$ cat config.mk
export PLATFORM = sky130hd
export DESIGN_NAME = sfir_mac
export DESIGN_NICKNAME = d
export VERILOG_FILES = /design/src/sfir_pkg.sv /design/src/sfir_mac.sv
export SDC_FILE = /design/constraint.sdc
export NUM_CORES = 2
export LEC_CHECK = 0
export ABC_AREA = 0
export BUFFER_PORTS_ARGS = -buffer_cell sky130_fd_sc_hd__buf_2
export CORE_MARGIN = 4
export CORE_UTILIZATION = 40
export CTS_BUF_LIST = sky130_fd_sc_hd__clkbuf_2 sky130_fd_sc_hd__clkbuf_4 sky130_fd_sc_hd__clkbuf_8
export CTS_CLUSTER_SIZE = 8
export DETAILED_ROUTE_END_ITERATION = 12
export PLACE_DENSITY_LB_ADDON = 0.25
export RECOVER_POWER = 100
export SETUP_SLACK_MARGIN = 0.2
export SYNTH_ARGS = -nofsm -noshare
export SYNTH_HDL_FRONTEND = slang
export SYNTH_SLANG_ARGS = --single-unit
$ cat constraint.sdc
create_clock -name clk -period 4.05 [get_ports clk]
set_input_delay 0.405 -clock clk [delete_from_list [all_inputs] [get_ports clk]]
set_output_delay 0.405 -clock clk [all_outputs]
set_load 0.01 [all_outputs]
$ cat src/sfir_pkg.sv
// ----------------------------------------------------------------------------
// sfir_pkg: shared types and constants for the stereo FIR filter
// Item layouts, tap cell data, control groups and fixed widths.
// ----------------------------------------------------------------------------
package sfir_pkg;

    localparam int SAMPLE_WIDTH = 24;
    localparam int COEF_WIDTH   = 16;
    localparam int INDEX_WIDTH  = 6;
    localparam int SHIFT_WIDTH  = 6;
    localparam int TAPS_DEFAULT = 64;

    localparam logic [SHIFT_WIDTH-1:0] SHIFT_RESET = SHIFT_WIDTH'(18);

    // item function codes
    localparam logic FUNC_SAMPLE = 1'b0;
    localparam logic FUNC_COEF   = 1'b1;

    typedef struct packed {
        logic                           func;
        logic signed [SAMPLE_WIDTH-1:0] left_in;
        logic signed [SAMPLE_WIDTH-1:0] right_in;
        logic                           bypass;
        logic        [INDEX_WIDTH-1:0]  coef_index;
        logic signed [COEF_WIDTH-1:0]   coef_value;
    } in_item_t;

    typedef struct packed {
        logic signed [SAMPLE_WIDTH-1:0] left_out;
        logic signed [SAMPLE_WIDTH-1:0] right_out;
    } out_item_t;

    // contents of one tap cell
    typedef struct packed {
        logic signed [SAMPLE_WIDTH-1:0] left;
        logic signed [SAMPLE_WIDTH-1:0] right;
        logic signed [COEF_WIDTH-1:0]   coef;
    } tap_t;

    typedef struct packed {
        logic                          shift_in;
        logic                          rotate;
        logic                          coef_we;
        logic       [INDEX_WIDTH-1:0]  coef_index;
        logic signed [COEF_WIDTH-1:0]  coef_value;
    } cell_ctrl_t;

    typedef struct packed {
        logic clear;
        logic capture;
        logic accum;
        logic scale;
    } mac_ctrl_t;

endpackage

$ cat src/sfir_mac.sv
// ----------------------------------------------------------------------------
// sfir_mac: multiply-accumulate and output scaling for both channels
// Registers the products of the head cell, sums them, then shifts the sums
// right arithmetically and clamps them to the sample range.
// ----------------------------------------------------------------------------
module sfir_mac #(
    parameter int TAPS = sfir_pkg::TAPS_DEFAULT
) (
    input  logic                                  clk,
    input  logic                                  rst_n,
    input  sfir_pkg::mac_ctrl_t                   ctrl,
    input  sfir_pkg::tap_t                        head,
    input  logic [sfir_pkg::SHIFT_WIDTH-1:0]      shift,
    output logic signed [sfir_pkg::SAMPLE_WIDTH-1:0] sat_left,
    output logic signed [sfir_pkg::SAMPLE_WIDTH-1:0] sat_right
);
    import sfir_pkg::*;

    localparam int PROD_W = SAMPLE_WIDTH + COEF_WIDTH;
    localparam int ACC_W  = PROD_W + $clog2(TAPS);

    localparam logic signed [ACC_W-1:0] SAT_HI = ACC_W'((64'sd1 <<< (SAMPLE_WIDTH-1)) - 64'sd1);
    localparam logic signed [ACC_W-1:0] SAT_LO = ~SAT_HI;

    logic signed [PROD_W-1:0] prod_l_reg, prod_r_reg;
    logic signed [ACC_W-1:0]  acc_l_reg,  acc_l_next;
    logic signed [ACC_W-1:0]  acc_r_reg,  acc_r_next;
    logic signed [ACC_W-1:0]  scaled_l_reg, scaled_r_reg;
    logic signed [ACC_W-1:0]  prod_l_ext, prod_r_ext;

    assign prod_l_ext = {{(ACC_W-PROD_W){prod_l_reg[PROD_W-1]}}, prod_l_reg};
    assign prod_r_ext = {{(ACC_W-PROD_W){prod_r_reg[PROD_W-1]}}, prod_r_reg};

    always_comb
    begin
        acc_l_next = acc_l_reg;
        acc_r_next = acc_r_reg;
        if (ctrl.clear)
        begin
            acc_l_next = '0;
            acc_r_next = '0;
        end
        else if (ctrl.accum)
        begin
            acc_l_next = acc_l_reg + prod_l_ext;
            acc_r_next = acc_r_reg + prod_r_ext;
        end
    end

    always_ff @(posedge clk or negedge rst_n)
    begin
        if (!rst_n)
        begin
            acc_l_reg <= '0;
            acc_r_reg <= '0;
        end
        else
        begin
            acc_l_reg <= acc_l_next;
            acc_r_reg <= acc_r_next;
        end
    end

    always_ff @(posedge clk)
    begin
        if (ctrl.capture)
        begin
            prod_l_reg <= $signed(head.left)  * $signed(head.coef);
            prod_r_reg <= $signed(head.right) * $signed(head.coef);
        end
        // a shift beyond the width leaves only the sign
        if (ctrl.scale)
        begin
            scaled_l_reg <= acc_l_reg >>> shift;
            scaled_r_reg <= acc_r_reg >>> shift;
        end
    end

    always_comb
    begin
        if (scaled_l_reg > SAT_HI)
            sat_left = SAT_HI[SAMPLE_WIDTH-1:0];
        else if (scaled_l_reg < SAT_LO)
            sat_left = SAT_LO[SAMPLE_WIDTH-1:0];
        else
            sat_left = scaled_l_reg[SAMPLE_WIDTH-1:0];

        if (scaled_r_reg > SAT_HI)
            sat_right = SAT_HI[SAMPLE_WIDTH-1:0];
        else if (scaled_r_reg < SAT_LO)
            sat_right = SAT_LO[SAMPLE_WIDTH-1:0];
        else
            sat_right = scaled_r_reg[SAMPLE_WIDTH-1:0];
    end

endmodule

==> impl_metrics.json <==
{
  "setup_slack_ps": -1920,
  "first_pass_iters": 6,
  "violations": "max-capacitance violations, max-slew violations, negative setup slack",
  "ys_async_sr_fraction_pct": 34.8,
  "startpoint_type": "input pin",
  "hold_path.class": "input pin to flop",
  "worst_slew_pin_slew_ps": 3070,
  "fin_crit_sh_pct": 148,
  "yosys_most_used_dff": "edfxtp_1",
  "synth-edff-count": 172,
  "seq_area_frac_synth_pct": 15.9,
  "gp_congestion": 0.910,
  "antenna_found_initial": 7,
  "die_area_um2": 123000,
  "drc_errors": 0,
  "drv_cap": 6,
  "clock_skew_ps": 45.3,
  "h-tree-depth": 2,
  "maxSlewHeadroom_pct": -105,
  "portBuffers": 123,
  "clk_pin_slew_worst_paths_ps": 60,
  "crit_start": "head[4]",
  "fin_tns_setup_ps": -84450,
  "hold_viol": 0,
  "cts.sinks": 264,
  "path_class": "input pin to flop",
  "cts_tree": "done",
  "layout.cells.non_filler": 7269,
  "hpwl_um": 104000,
  "status": "finished with violations",
  "grt_pass1_wl_um": 212000,
  "synth_area_per_cell_um2": 8.98,
  "place_ws_ps": -2770,
  "ys_warn_count": 0,
  "seqCellArea_um2": 7470,
  "clockBufferDepth": 3,
  "gr-usage-met3_pct": 3.10,
  "setup_viol": 76,
  "die_h_um": 350,
  "final_nets": 6818,
  "ys_types": 83,
  "rows": 125,
  "first_iter_violations": 2408,
  "core_area_um2": 116000,
  "ys_ff_latch": 264,
  "endpoint_kind": "flop",
  "layout_min_cycle_time_ps": 5970,
  "grt_pass1_vias": 38918,
  "synth_cells": 5226,
  "avgRoutedWirePerCell_um": 17.7,
  "maxSlewViolCount": 361,
  "multiInputGateArea_um2": 36500,
  "worstPathMaxFanout": 6,
  "placed_cells": 7092,
  "grt_start_max_net_pins": 93,
  "syn-num-nets": 6338,
  "vias_per_cell": 5.15,
  "use_met1_pct": 31.9,
  "cp_data_arrival_time_ps": 6330,
  "root_buffer": "clkbuf_8",
  "required_ps": 4400,
  "gr-usage-all-layers_pct": 21.4,
  "die_w_um": 350,
  "io-pin-count": 124,
  "cts_inserted_buffers": 46,
  "drive_above_1_share_pct": 19.3,
  "totalWireLength_um": 129000,
  "fillCellCount": 11126,
  "start_util_pct": 40.3,
  "synth_area_um2": 46900,
  "insertion_delay_ps": 640,
  "worst_hold_startpoint": "ctrl[3]",
  "grtUsageMet2_pct": 32.8,
  "overflow": 0,
  "rsz0062_at_grt": "yes",
  "r2r_start": "acc_l_reg[0]$_DFFE_PN0P_",
  "dr_total_vias": 37441,
  "clock.fmax_ghz": 0.167,
  "busiest_layer": "met2",
  "area_growth_pct": 19.6,
  "drtAntennaViolNets": 0
}
[final cells by class]
cell class | instances | share of cell area (%)
multi-input combinational | 3795 | 65.1
inverter | 900 | 6.02
clock inverter | 16 | 0.221
antenna | 5 | 0.0223
tap | 1524 | 3.40
sequential | 264 | 13.3
timing repair buffer | 699 | 10.4
clock buffer | 66 | 1.47
[critical path, cell delays in order]
cell and delay (ps):
buf_12 100, buf_12 130, buf_8 130, buf_6 110, nand2_4 40, fa_1 490, inv_1 50, fa_1 490
inv_2 40, fa_2 530, inv_2 40, fa_1 450, fa_1 490, inv_1 50, fa_1 500, inv_2 50
ha_4 230, a21o_1 190, a221o_1 420, nand2_1 120, o21ai_2 60, a41oi_2 220, a311o_1 240, a21boi_2 80
o21a_1 200, o41a_1 340, xor2_1 150
[through the flow]
step / utilization, % / hold slack, ps / instance area [um2]
after CTS: 47.8 / 139 / 55600
after detailed placement: 45.7 / 417 / 53200
after global placement: 45.7 / 408 / 53200
after global routing: 48.2 / 319 / 56100
final: 48.2 / 343 / 56100
after floorplan: - / 109 / 48100
[worst paths after layout]
check	endpoint	slack, ps	cells past startpoint
setup / recovery	prod_l_reg[38]$_DFFE_PP_	-1920	27
hold / removal	acc_r_reg[0]$_DFFE_PN0P_	340	3
setup reg to reg	acc_l_reg[30]$_DFFE_PN0P_	-170	12
hold reg to reg	acc_r_reg[0]$_DFFE_PN0P_	570	2
max in group asynchronous	acc_l_reg[26]$_DFFE_PN0P_	1090	3
min in group asynchronous	acc_r_reg[41]$_DFFE_PN0P_	990	2
[cell usage after synthesis, types with 33 or more instances]
master	count	area, um2
inv_1	896	3360
a21o_1	57	428
xor2_1	43	377
clkbuf_1	237	890
dfrtp_1	92	2300
mux2i_1	131	1310
a211oi_1	61	458
mux4_2	56	1260
nor3_1	40	200
edfxtp_1	172	5160
fa_1	750	15000
nand3_1	36	180
nand4_1	33	206
o21a_1	33	248
and2_1	310	1940
o21ai_0	162	811
xnor2_1	110	963
nor2_1	412	1550
a21oi_1	228	1140
ha_1	286	3580
nand2_1	684	2570
[cell usage in the layout (no fill, tap or decap), types with 92 or more instances in the layout]
cell type	instances
nand2_1	659
buf_4	447
ha_1	245
xnor2_1	97
o21ai_0	144
fa_1	724
mux2i_1	131
and2_1	276
dfrtp_1	92
nor2_1	398
a21oi_1	203
inv_1	848
edfxtp_1	172
[timing repair]
action | CTS | global route
buffers inserted | 61 | 22
pin swaps | 115 | 83
resized for setup | 235 | 124
endpoints found under the hold margin | 37 | 0
setup endpoints to repair | 67 | 70
hold buffers | 1 | 0
cloned | 4 | 1
[layer usage]
metal / up-vias / share of wire [%]
met5: - / 0.0086
met4: 2 / 2.6
met3: 205 / 6.0
met2: 1018 / 43
met1: 18522 / 48
li1: 17694 / -
[cell families after synthesis]
logic type,after synthesis,share of synthesized area (%)
AND/OR/NAND/NOR,1651,16.1
AO/OA/AOI/OAI,749,10.2
XOR/XNOR,153,2.86
multiplexers,206,5.94
buffers and inverters,1167,9.35
flip-flops,264,15.9
adder cells (fa/ha/maj),1036,39.6
Power is not shown: default switching activity piles up to over one toggle a cycle in this logic, so the estimate is an artifact.
