## src/sfir_pkg.sv

```systemverilog
// ----------------------------------------------------------------------------
// sfir_pkg: shared types and constants for the stereo FIR filter
// Item layouts, tap cell data, control groups and fixed widths.
// ----------------------------------------------------------------------------
package sfir_pkg;

    localparam int SAMPLE_WIDTH = 24;
    localparam int COEF_WIDTH   = 16;
    localparam int INDEX_WIDTH  = 6;
    localparam int SHIFT_WIDTH  = 6;
    localparam int TAPS_DEFAULT = 64;

    localparam logic [SHIFT_WIDTH-1:0] SHIFT_RESET = SHIFT_WIDTH'(18);

    // item function codes
    localparam logic FUNC_SAMPLE = 1'b0;
    localparam logic FUNC_COEF   = 1'b1;

    typedef struct packed {
        logic                           func;
        logic signed [SAMPLE_WIDTH-1:0] left_in;
        logic signed [SAMPLE_WIDTH-1:0] right_in;
        logic                           bypass;
        logic        [INDEX_WIDTH-1:0]  coef_index;
        logic signed [COEF_WIDTH-1:0]   coef_value;
    } in_item_t;

    typedef struct packed {
        logic signed [SAMPLE_WIDTH-1:0] left_out;
        logic signed [SAMPLE_WIDTH-1:0] right_out;
    } out_item_t;

    // contents of one tap cell
    typedef struct packed {
        logic signed [SAMPLE_WIDTH-1:0] left;
        logic signed [SAMPLE_WIDTH-1:0] right;
        logic signed [COEF_WIDTH-1:0]   coef;
    } tap_t;

    typedef struct packed {
        logic                          shift_in;
        logic                          rotate;
        logic                          coef_we;
        logic       [INDEX_WIDTH-1:0]  coef_index;
        logic signed [COEF_WIDTH-1:0]  coef_value;
    } cell_ctrl_t;

    typedef struct packed {
        logic clear;
        logic capture;
        logic accum;
        logic scale;
    } mac_ctrl_t;

endpackage

```

## src/sfir_cell.sv

```systemverilog
// ----------------------------------------------------------------------------
// sfir_cell: one tap of the delay ring
// Holds a left/right sample pair and one coefficient. Shifts in from the
// previous cell on a new sample, rotates in from the next cell while the
// sum is formed, and takes a coefficient write addressed to its tap.
// ----------------------------------------------------------------------------
module sfir_cell #(
    parameter int CELL_INDEX = 0
) (
    input  logic                clk,
    input  logic                rst_n,
    input  sfir_pkg::cell_ctrl_t ctrl,
    input  sfir_pkg::tap_t      prev_tap,
    input  sfir_pkg::tap_t      next_tap,
    output sfir_pkg::tap_t      tap
);
    import sfir_pkg::*;

    logic signed [SAMPLE_WIDTH-1:0] left_reg,  left_next;
    logic signed [SAMPLE_WIDTH-1:0] right_reg, right_next;
    logic signed [COEF_WIDTH-1:0]   coef_reg,  coef_next;
    logic                           hit;

    assign hit = ctrl.coef_we && (32'(ctrl.coef_index) == CELL_INDEX);

    always_comb
    begin
        left_next  = left_reg;
        right_next = right_reg;
        coef_next  = coef_reg;
        if (ctrl.shift_in)
        begin
            left_next  = prev_tap.left;
            right_next = prev_tap.right;
        end
        else if (ctrl.rotate)
        begin
            left_next  = next_tap.left;
            right_next = next_tap.right;
            coef_next  = next_tap.coef;
        end
        else if (hit)
        begin
            coef_next = ctrl.coef_value;
        end
    end

    always_ff @(posedge clk or negedge rst_n)
    begin
        if (!rst_n)
        begin
            left_reg  <= '0;
            right_reg <= '0;
        end
        else
        begin
            left_reg  <= left_next;
            right_reg <= right_next;
        end
    end

    // coefficients hold no meaning until written
    always_ff @(posedge clk)
    begin
        coef_reg <= coef_next;
    end

    assign tap.left  = left_reg;
    assign tap.right = right_reg;
    assign tap.coef  = coef_reg;

endmodule

```

## config.mk

```make
export PLATFORM = sky130hd
export DESIGN_NAME = sfir_cell
export DESIGN_NICKNAME = d
export VERILOG_FILES = /design/src/sfir_pkg.sv /design/src/sfir_cell.sv
export SDC_FILE = /design/constraint.sdc
export NUM_CORES = 1
export LEC_CHECK = 0
export CAP_MARGIN = 10
export CORE_UTILIZATION = 30
export CTS_CLUSTER_SIZE = 28
export DETAILED_ROUTE_END_ITERATION = 7
export DONT_BUFFER_PORTS = 1
export PLACE_DENSITY_LB_ADDON = 0.25
export SLEW_MARGIN = 20
export SYNTH_ARGS = -nofsm -noshare
export SYNTH_HDL_FRONTEND = slang
export SYNTH_SLANG_ARGS = --single-unit
```

## constraint.sdc

```tcl
create_clock -name clk -period 0.8 [get_ports clk]
set_input_delay 0.08 -clock clk [delete_from_list [all_inputs] [get_ports clk]]
set_output_delay 0.08 -clock clk [all_outputs]
set_load 0.02 [all_outputs]
```

==> results of run 1 <==
final timing paths:
path                                                  end                     start  slack, ns
worst max-delay path                              tap[41]   left_reg[1]$_DFFE_PN0P_      -0.17
worst min-delay path            right_reg[19]$_DFFE_PN0P_                     rst_n      -0.57
worst max register to register   left_reg[17]$_DFFE_PN0P_  left_reg[17]$_DFFE_PN0P_      -0.06
worst min register to register   left_reg[23]$_DFFE_PN0P_  left_reg[23]$_DFFE_PN0P_       0.58
max in group asynchronous        left_reg[19]$_DFFE_PN0P_                     rst_n       1.26
min in group clk                 left_reg[12]$_DFFE_PN0P_                  ctrl[24]      -0.16
metal layers:
layer,wire (µm),up-vias
met5,0,-
met2,3413,130
met3,525,14
met4,169,0
li1,-,1014
met1,2848,995
cell usage in the layout (no fill, tap or decap):
cell type      count
clkinvlp_4         1
clkbuf_8           9
dfrtp_1           48
mux2_4             8
clkinv_2           3
or4b_4             1
dlygate4sd3_1     18
inv_4              1
nand2_1           48
inv_2              1
clkbuf_16          1
edfxtp_1          16
mux2_1             8
or4_4              1
buf_6             48
o22ai_4            1
o21ai_1           48
clkbuf_1           1
mux2i_1           47
buf_12             1
buf_4             15
mux2i_2            1
final cells by class:
type / count / area share
flip-flops and latches: 64 / 0.4161
inverters: 1 / 0.0009288
clock inverters: 5 / 0.007121
multi-input cells: 163 / 0.2870
repair buffers: 82 / 0.2111
well taps: 129 / 0.03994
clock buffers: 11 / 0.03777
logic make-up (layout without fill, tap and decap cells):
group	after synthesis	in the layout
AO/OA/AOI/OAI	49	49
buffers and inverters	19	99
flip-flops	64	64
multiplexers	64	64
AND/OR/NAND/NOR	50	50
report_power, final:
group	leakage [µW]	switching, µW	internal [µW]
clock network	0.0000946	1230	1300
logic	0.00101	604	863
registers	0.000729	259	3660
total	0.00183	2090	5820
what timing repair did:
item / 4_1_cts / 5_1_grt
setup buffers: 10 / 5
setup endpoints to repair: 80 / 99
endpoints found under the hold margin: 112 / 112
cloned: 0 / 0
hold buffers: 12 / 6
gates resized for setup: 48 / 8
metrics by stage:
stage | hold WS (ns) | total power, µW | instance area, µm²
after floorplan | -0.2156 | 4775 | 2944
after global placement | -0.2146 | 5063 | 3357
after detailed placement | -0.2146 | 5080 | 3357
after CTS | -0.5975 | 7962 | 3914
after global routing | -0.6027 | 8321 | 4041
final | -0.5701 | 7910 | 4041
==> flow_summary.toml, run 1 <==
[critical_path]
cp.required_ns = 0.72
path_class = "flop to primary output"
critPathMaxStageDelay_ns = 0.41
arrival_ns = 0.89
slowest_stage = "dfrtp_1"
cp-end-kind = "primary output"
cp.depth = 1
crit_fanout = 2
cp_top_family = "flip-flops"
r2r_cells = 3
crit_buf_inv = 1
critPathLaunchType = "flop"
cp_cell_sequence = "buf_6"

[sta]
grt_setup_unrepaired = "true"
tightest_slew_ns = 0.2182
hold_slack_ns = -0.5701
fin_crit_ns = 0.9656
fin_ws_ns = -0.1656
finalMaxSlewViolations = 0
period_share = 1.207
final-setup-viol-count = 104
relSlewSlack = 0.8549
clock_skew_ns = 0
hold_viol = 105
fin_setup_tns_ns = -10.13
clock.fmax_ghz = 1.036

[floorplanning]
start_util = 0.3112
chipWidth_um = 100.4
row_count = 35
dieArea_mm2 = 0.01007
ios = 219
die_h_um = 100.4
coreArea_mm2 = 0.009328

[clock_tree]
numCtsBuffers = 9
clk_latency_ns = 0.33
cts-root-buf = "clkbuf_8"
path_clk_slew_ns = 0.08
cts_buffer_depth = 2
cts_tree = "yes"
htree_levels = 3
cts_num_sinks = 64

[synthesis]
synth-seq-cells = 64
synth_cell_types = 14
synth_xor_area_frac = 0
yosys.area.top_type = "dfrtp_1"
synth_edf_count = 16
synth-async-reset-ratio = 0.7500
synth_top_family_by_area = "multiplexers"
ys_top_cells_by_area = "dfrtp_1 41%, mux2i_1 17%, edfxtp_1 17%"
syn-cell-area_mm2 = 0.002903
synth_top_area_share = 0.4138
synth_nets = 401
synth_compound_area_frac = 0.08707
yosys_warnings = 0
synthSimpleGateAreaFrac = 0.06940
synth.avg_cell_area_um2 = 11.80
synthFlopType = "dfrtp_1"
synthCells = 246
synthTopCellsByCount = "48 x dfrtp_1, 48 x mux2i_1, 48 x nand2_1, 48 x o21ai_1"
synth_mux_area_frac = 0.2276
synthAdderAreaFrac = 0
synth_seq_area_share = 0.5793

[layout]
filler_cell_count = 871
drive_gt1_frac = 0.2822
diodes = 0
area_delta_synth_final_pct = 39.22
nNetsFinal = 476
seq_area_mm2 = 0.001682
stdcell_count = 455
final_util = 0.4333
multiInputGateArea_mm2 = 0.001160

[placement]
dpl.hpwl_mm = 4.517
dpl_worst_slack_ns = -0.4525
gp_congestion = 0.7167
dp_cells = 406
port_buffers = 0

[global_route]
met1_usage = 0.1568
met2_usage = 0.2181
use_met3 = 0.03343
grt-busiest-layer = "met2"
grt_pass1_vias = 2017
grt_pass1_wl_mm = 10.09
grt_overflow = 0
globalRouteTotalUtil = 0.1323
antenna_found_initial = 0
grt_max_degree = 99

[outcome]
violations = "negative hold slack, negative setup slack"
outcome = "finished, violations left"

[flow_run]
cap_violations = 0

[routing]
ant_nets = 0
detail_route.wl_per_cell_um = 15.29
via_per_inst = 4.732
firstDrtPassIters = 4
drcViolationCount = 0
drt_wl_total_mm = 6.957
first_iter_violations = 72
via_count = 2153

[power_and_ir_drop]
ir_drop_uv = 658.3
leakagePower_uw = 0.001834
p_per_area_mw_per_mm2 = 1957

[min_path]
hold_path.class = "primary input to async pin"
Power figures use the tool's default switching activity.
==> run 2: changes to the inputs <==
- CAP_MARGIN: 10 -> 30
- TNS_END_PERCENT: default -> 20
- clock period: 0.8 -> 0.9 ns (I/O delays scaled with it)
==> flow_summary.toml, run 2 (synthesized netlist as in run 1, its figures left out) <==
[placement]
gp_congestion = 0.6641
dpl.hpwl_mm = 4.608
port_buffers = 0
dp_cells = 406

[sta]
hold_slack_ns = -0.5549
clock.fmax_ghz = 1.039
grt_setup_unrepaired = "true"
clock_skew_ns = 0
final-setup-viol-count = 69
fin_setup_tns_ns = -2.765
finalMaxSlewViolations = 0
fin_crit_ns = 0.9626
period_share = 1.070
tightest_slew_ns = 0.2289
relSlewSlack = 0.8477
fin_ws_ns = -0.06264
hold_viol = 107

[floorplanning]
dieArea_mm2 = 0.01007
die_h_um = 100.4
chipWidth_um = 100.4
start_util = 0.3112
row_count = 35
ios = 219
coreArea_mm2 = 0.009328

[power_and_ir_drop]
ir_drop_uv = 702.7
total_power_uw = 7099
leakagePower_uw = 0.001825
p_per_area_mw_per_mm2 = 1732

[critical_path]
r2r_setup_slack_ns = 0.04
cp_cell_sequence = "buf_6"
critPathMaxStageDelay_ns = 0.40
crit_fanout = 2
cp.required_ns = 0.81
r2r_cells = 3
cp-end-kind = "primary output"
path_class = "flop to primary output"
slowest_stage = "dfrtp_1"
crit_buf_inv = 1
worstReg2RegStart = "left_reg[0]$_DFFE_PN0P_"
critPathLaunchType = "flop"
critical_path.startpoint = "right_reg[19]$_DFFE_PN0P_"
arrival_ns = 0.87
cp_top_family = "flip-flops"
timing.rr.end = "left_reg[0]$_DFFE_PN0P_"

[routing]
detail_route.wl_per_cell_um = 15.54
drcViolationCount = 0
via_count = 2120
firstDrtPassIters = 5
drt_wl_total_mm = 7.165
via_per_inst = 4.599
ant_nets = 0
first_iter_violations = 66

[layout]
diodes = 0
final_util = 0.4394
filler_cell_count = 866
layout_common_cells = "48 x mux2i_1, 48 x nand2_1, 48 x o21ai_1, 48 x dfrtp_1, 48 x buf_6"
stdcell_count = 461
nNetsFinal = 482
drive_gt1_frac = 0.2259
area_delta_synth_final_pct = 41.21

[clock_tree]
numCtsBuffers = 9
clk_latency_ns = 0.33
cts_buffer_depth = 2
cts_tree = "yes"
htree_levels = 3
cts-root-buf = "clkbuf_8"
path_clk_slew_ns = 0.08
cts_num_sinks = 64
ctsHoldBuffers = 32

[global_route]
grt_pass1_vias = 2118
grt_overflow = 0
met1_usage = 0.1498
use_met3 = 0.04875
met2_usage = 0.2392
globalRouteTotalUtil = 0.1359
grt_pass1_wl_mm = 10.47
grt-busiest-layer = "met2"
antenna_found_initial = 0
grt_max_degree = 99

[min_path]
hold_path.class = "primary input to async pin"

[outcome]
outcome = "finished, violations left"
violations = "negative hold slack, negative setup slack"

[flow_run]
cap_violations = 0
-- run 2: changes by cell type in the layout (fill, tap and decap cells not counted) --
cell	before	now
inv_4	1	0
buf_4	15	7
mux2i_1	47	48
mux2_4	8	0
clkbuf_8	9	10
mux2i_2	1	0
clkinv_4	0	1
clkinv_2	3	2
dlygate4sd3_1	18	32
mux2_1	8	16
-- run 2: layout make-up --
cell class              count  area, µm²  area share
flip-flops and latches     64       1682      0.4103
clock inverters             4      26.28    0.006410
repair buffers             88      933.4      0.2277
multi-input cells         163       1126      0.2747
clock buffers              12      166.4     0.04060
inverters                   1      3.754   0.0009158
well taps                 129      161.4     0.03938
-- run 2: repair_timing --
action | 4_1_cts | 5_1_grt
hold endpoints to repair | 112 | 112
buffers inserted | 4 | 3
pin swaps | 2 | 0
gates resized for setup | 48 | 0
endpoints found under the setup margin | 75 | 82
-- run 2: metal layers --
layer  share of wire  routed length, µm  up-vias
met5               0                  0        -
met4           0.016                114        0
met3           0.084                601        8
met2            0.51               3640      115
met1            0.39               2809      974
li1                -                  -     1023
-- run 2: how the worst max path moves through the flow --
stage                                  endpoint  slack [ns]  depth (start not counted)
final                                   tap[35]       -0.06                          1
after global routing                    tap[27]       -0.12                          1
after CTS                               tap[35]       -0.09                          1
after detailed placement  coef_reg[0]$_DFFE_PP_       -0.37                          3
after global placement    coef_reg[0]$_DFFE_PP_       -0.36                          3
after floorplan           coef_reg[0]$_DFFE_PP_       -0.45                          2
-- run 2: through the flow --
step	setup slack [ns]	instance area [µm²]
after floorplan	-0.4465	2918
after global placement	-0.3620	3353
after detailed placement	-0.3731	3353
after CTS	-0.08901	4076
after global routing	-0.1168	4099
final	-0.06264	4099
-- run 2: power breakdown --
part / total [µW] / switching [µW] / leakage [µW] / internal, µW
clock network: 2340 / 1100 / 0.0000975 / 1240
logic: 1280 / 532 / 0.000998 / 744
registers: 3490 / 235 / 0.000729 / 3250
==> run 3: changes to the inputs <==
- TNS_END_PERCENT: 20 -> 100
==> flow_summary.toml, run 3 (synthesized netlist as in run 1, its figures left out) <==
[placement]
dp_cells = 406
port_buffers = 0
dpl_cell_area_mm2 = 0.003357
gp_congestion = 0.7281
dpl.hpwl_mm = 4.709

[critical_path]
cp_cell_sequence = "buf_6"
crit_fanout = 2
cp-end-kind = "primary output"
critPathLaunchType = "flop"
critPathMaxStageDelay_ns = 0.40
worstReg2RegStart = "right_reg[15]$_DFFE_PN0P_"
slowest_stage = "dfrtp_1"
arrival_ns = 0.88
path_class = "flop to primary output"
cp.required_ns = 0.81
critical_path.startpoint = "right_reg[21]$_DFFE_PN0P_"
cp_top_family = "flip-flops"
crit_buf_inv = 1

[clock_tree]
cts-root-buf = "clkbuf_8"
cts_buffer_depth = 2
ctsHoldBuffers = 32
cts_num_sinks = 64
numCtsBuffers = 9
cts_tree = "yes"
htree_levels = 3
path_clk_slew_ns = 0.07
clk_latency_ns = 0.34

[routing]
firstDrtPassIters = 4
drcViolationCount = 0
drt_wl_total_mm = 7.509
ant_nets = 0
detail_route.wl_per_cell_um = 16.01
first_iter_violations = 81
via_per_inst = 4.699
via_count = 2204

[layout]
fin_area_mm2 = 0.004170
stdcell_count = 469
layout_common_cells = "48 x mux2i_1, 48 x nand2_1, 48 x o21ai_1, 48 x dfrtp_1, 48 x buf_6"
area_delta_synth_final_pct = 43.66
nNetsFinal = 490
drive_gt1_frac = 0.2441
diodes = 0

[global_route]
grt_overflow = 0
grt_pass1_vias = 2150
globalRouteTotalUtil = 0.1411
grt_pass1_wl_mm = 10.61
grt_max_degree = 99
antenna_found_initial = 0

[floorplanning]
coreArea_mm2 = 0.009328
ios = 219
row_count = 35
chipWidth_um = 100.4
start_util = 0.3112
die_h_um = 100.4
dieArea_mm2 = 0.01007

[sta]
grt_setup_unrepaired = "true"
clock_skew_ns = 0
clock.fmax_ghz = 1.030
fin_crit_ns = 0.9713
relSlewSlack = 0.8449
fin_setup_tns_ns = -2.967
hold_viol = 108
fin_ws_ns = -0.07130
finalMaxSlewViolations = 0
period_share = 1.079
hold_slack_ns = -0.5635
tightest_slew_ns = 0.2331
final-setup-viol-count = 72

[outcome]
violations = "negative hold slack, negative setup slack"
outcome = "finished, violations left"

[power_and_ir_drop]
leakagePower_uw = 0.001875
ir_drop_uv = 691.2
p_per_area_mw_per_mm2 = 1756

[flow_run]
cap_violations = 0

[min_path]
hold_path.class = "primary input to async pin"
[run 3: layer usage]
metal | GRT usage | vias up | wire, µm
li1 | - | 1035 | -
met1 | 0.1458 | 1040 | 2795
met2 | 0.2571 | 119 | 3992
met3 | 0.04596 | 10 | 591
met4 | 0.06689 | 0 | 129
met5 | 0 | - | 0
[run 3: repair_timing]
item	CTS	global route
endpoints found under the hold margin	112	112
cloned	0	0
setup buffers	6	9
resized for setup	48	0
setup endpoints to repair	66	72
[run 3: power breakdown]
part / internal [µW] / switching (µW) / total [µW]
logic: 783 / 545 / 1330
registers: 3250 / 237 / 3490
clock network: 1430 / 1070 / 2500
[run 3: cell type report]
type / count / area [µm²]
Multi-Input combinational cell: 163 / 1130
Tap cell: 129 / 161.4
Timing Repair Buffer: 96 / 993.5
Clock buffer: 13 / 158.9
Sequential cell: 64 / 1682
Inverter: 1 / 3.754
Fill cell: 844 / 5157
Clock inverter: 3 / 41.29
[run 3: path summary, 6_finish.rpt]
path                            depth (start not counted)                   endpoint  slack [ns]
worst max-delay path                                    1                    tap[37]       -0.07
worst min-delay path                                    0    left_reg[1]$_DFFE_PN0P_       -0.56
worst max register to register                          3  right_reg[15]$_DFFE_PN0P_        0.05
worst min register to register                          2   right_reg[7]$_DFFE_PN0P_        0.58
max in group asynchronous                               0  right_reg[23]$_DFFE_PN0P_        1.36
min in group clk                                        1    left_reg[8]$_DFFE_PN0P_       -0.16
[run 3: stage by stage]
stage	worst slack, ns	util	hold WS (ns)	total power, µW
6_report	-0.07130	0.4471	-0.5635	7322
5_1_grt	-0.1142	0.4471	-0.6030	7696
4_1_cts	-0.09632	0.4398	-0.5885	7403
3_5_place_dp	-0.3664	0.3599	-0.2047	4518
3_3_place_gp	-0.3630	0.3599	-0.2045	4503
2_1_floorplan	-0.4465	-	-0.2056	4240
[run 3: worst register-to-register path, delay by kind of cell, from the launching register on]
family / cells / cell delay, ns
muxes: 1 / 0.14
buffers and inverters: 1 / 0.14
AOI/OAI and AO/OA: 1 / 0.08
DFF: 1 / 0.40
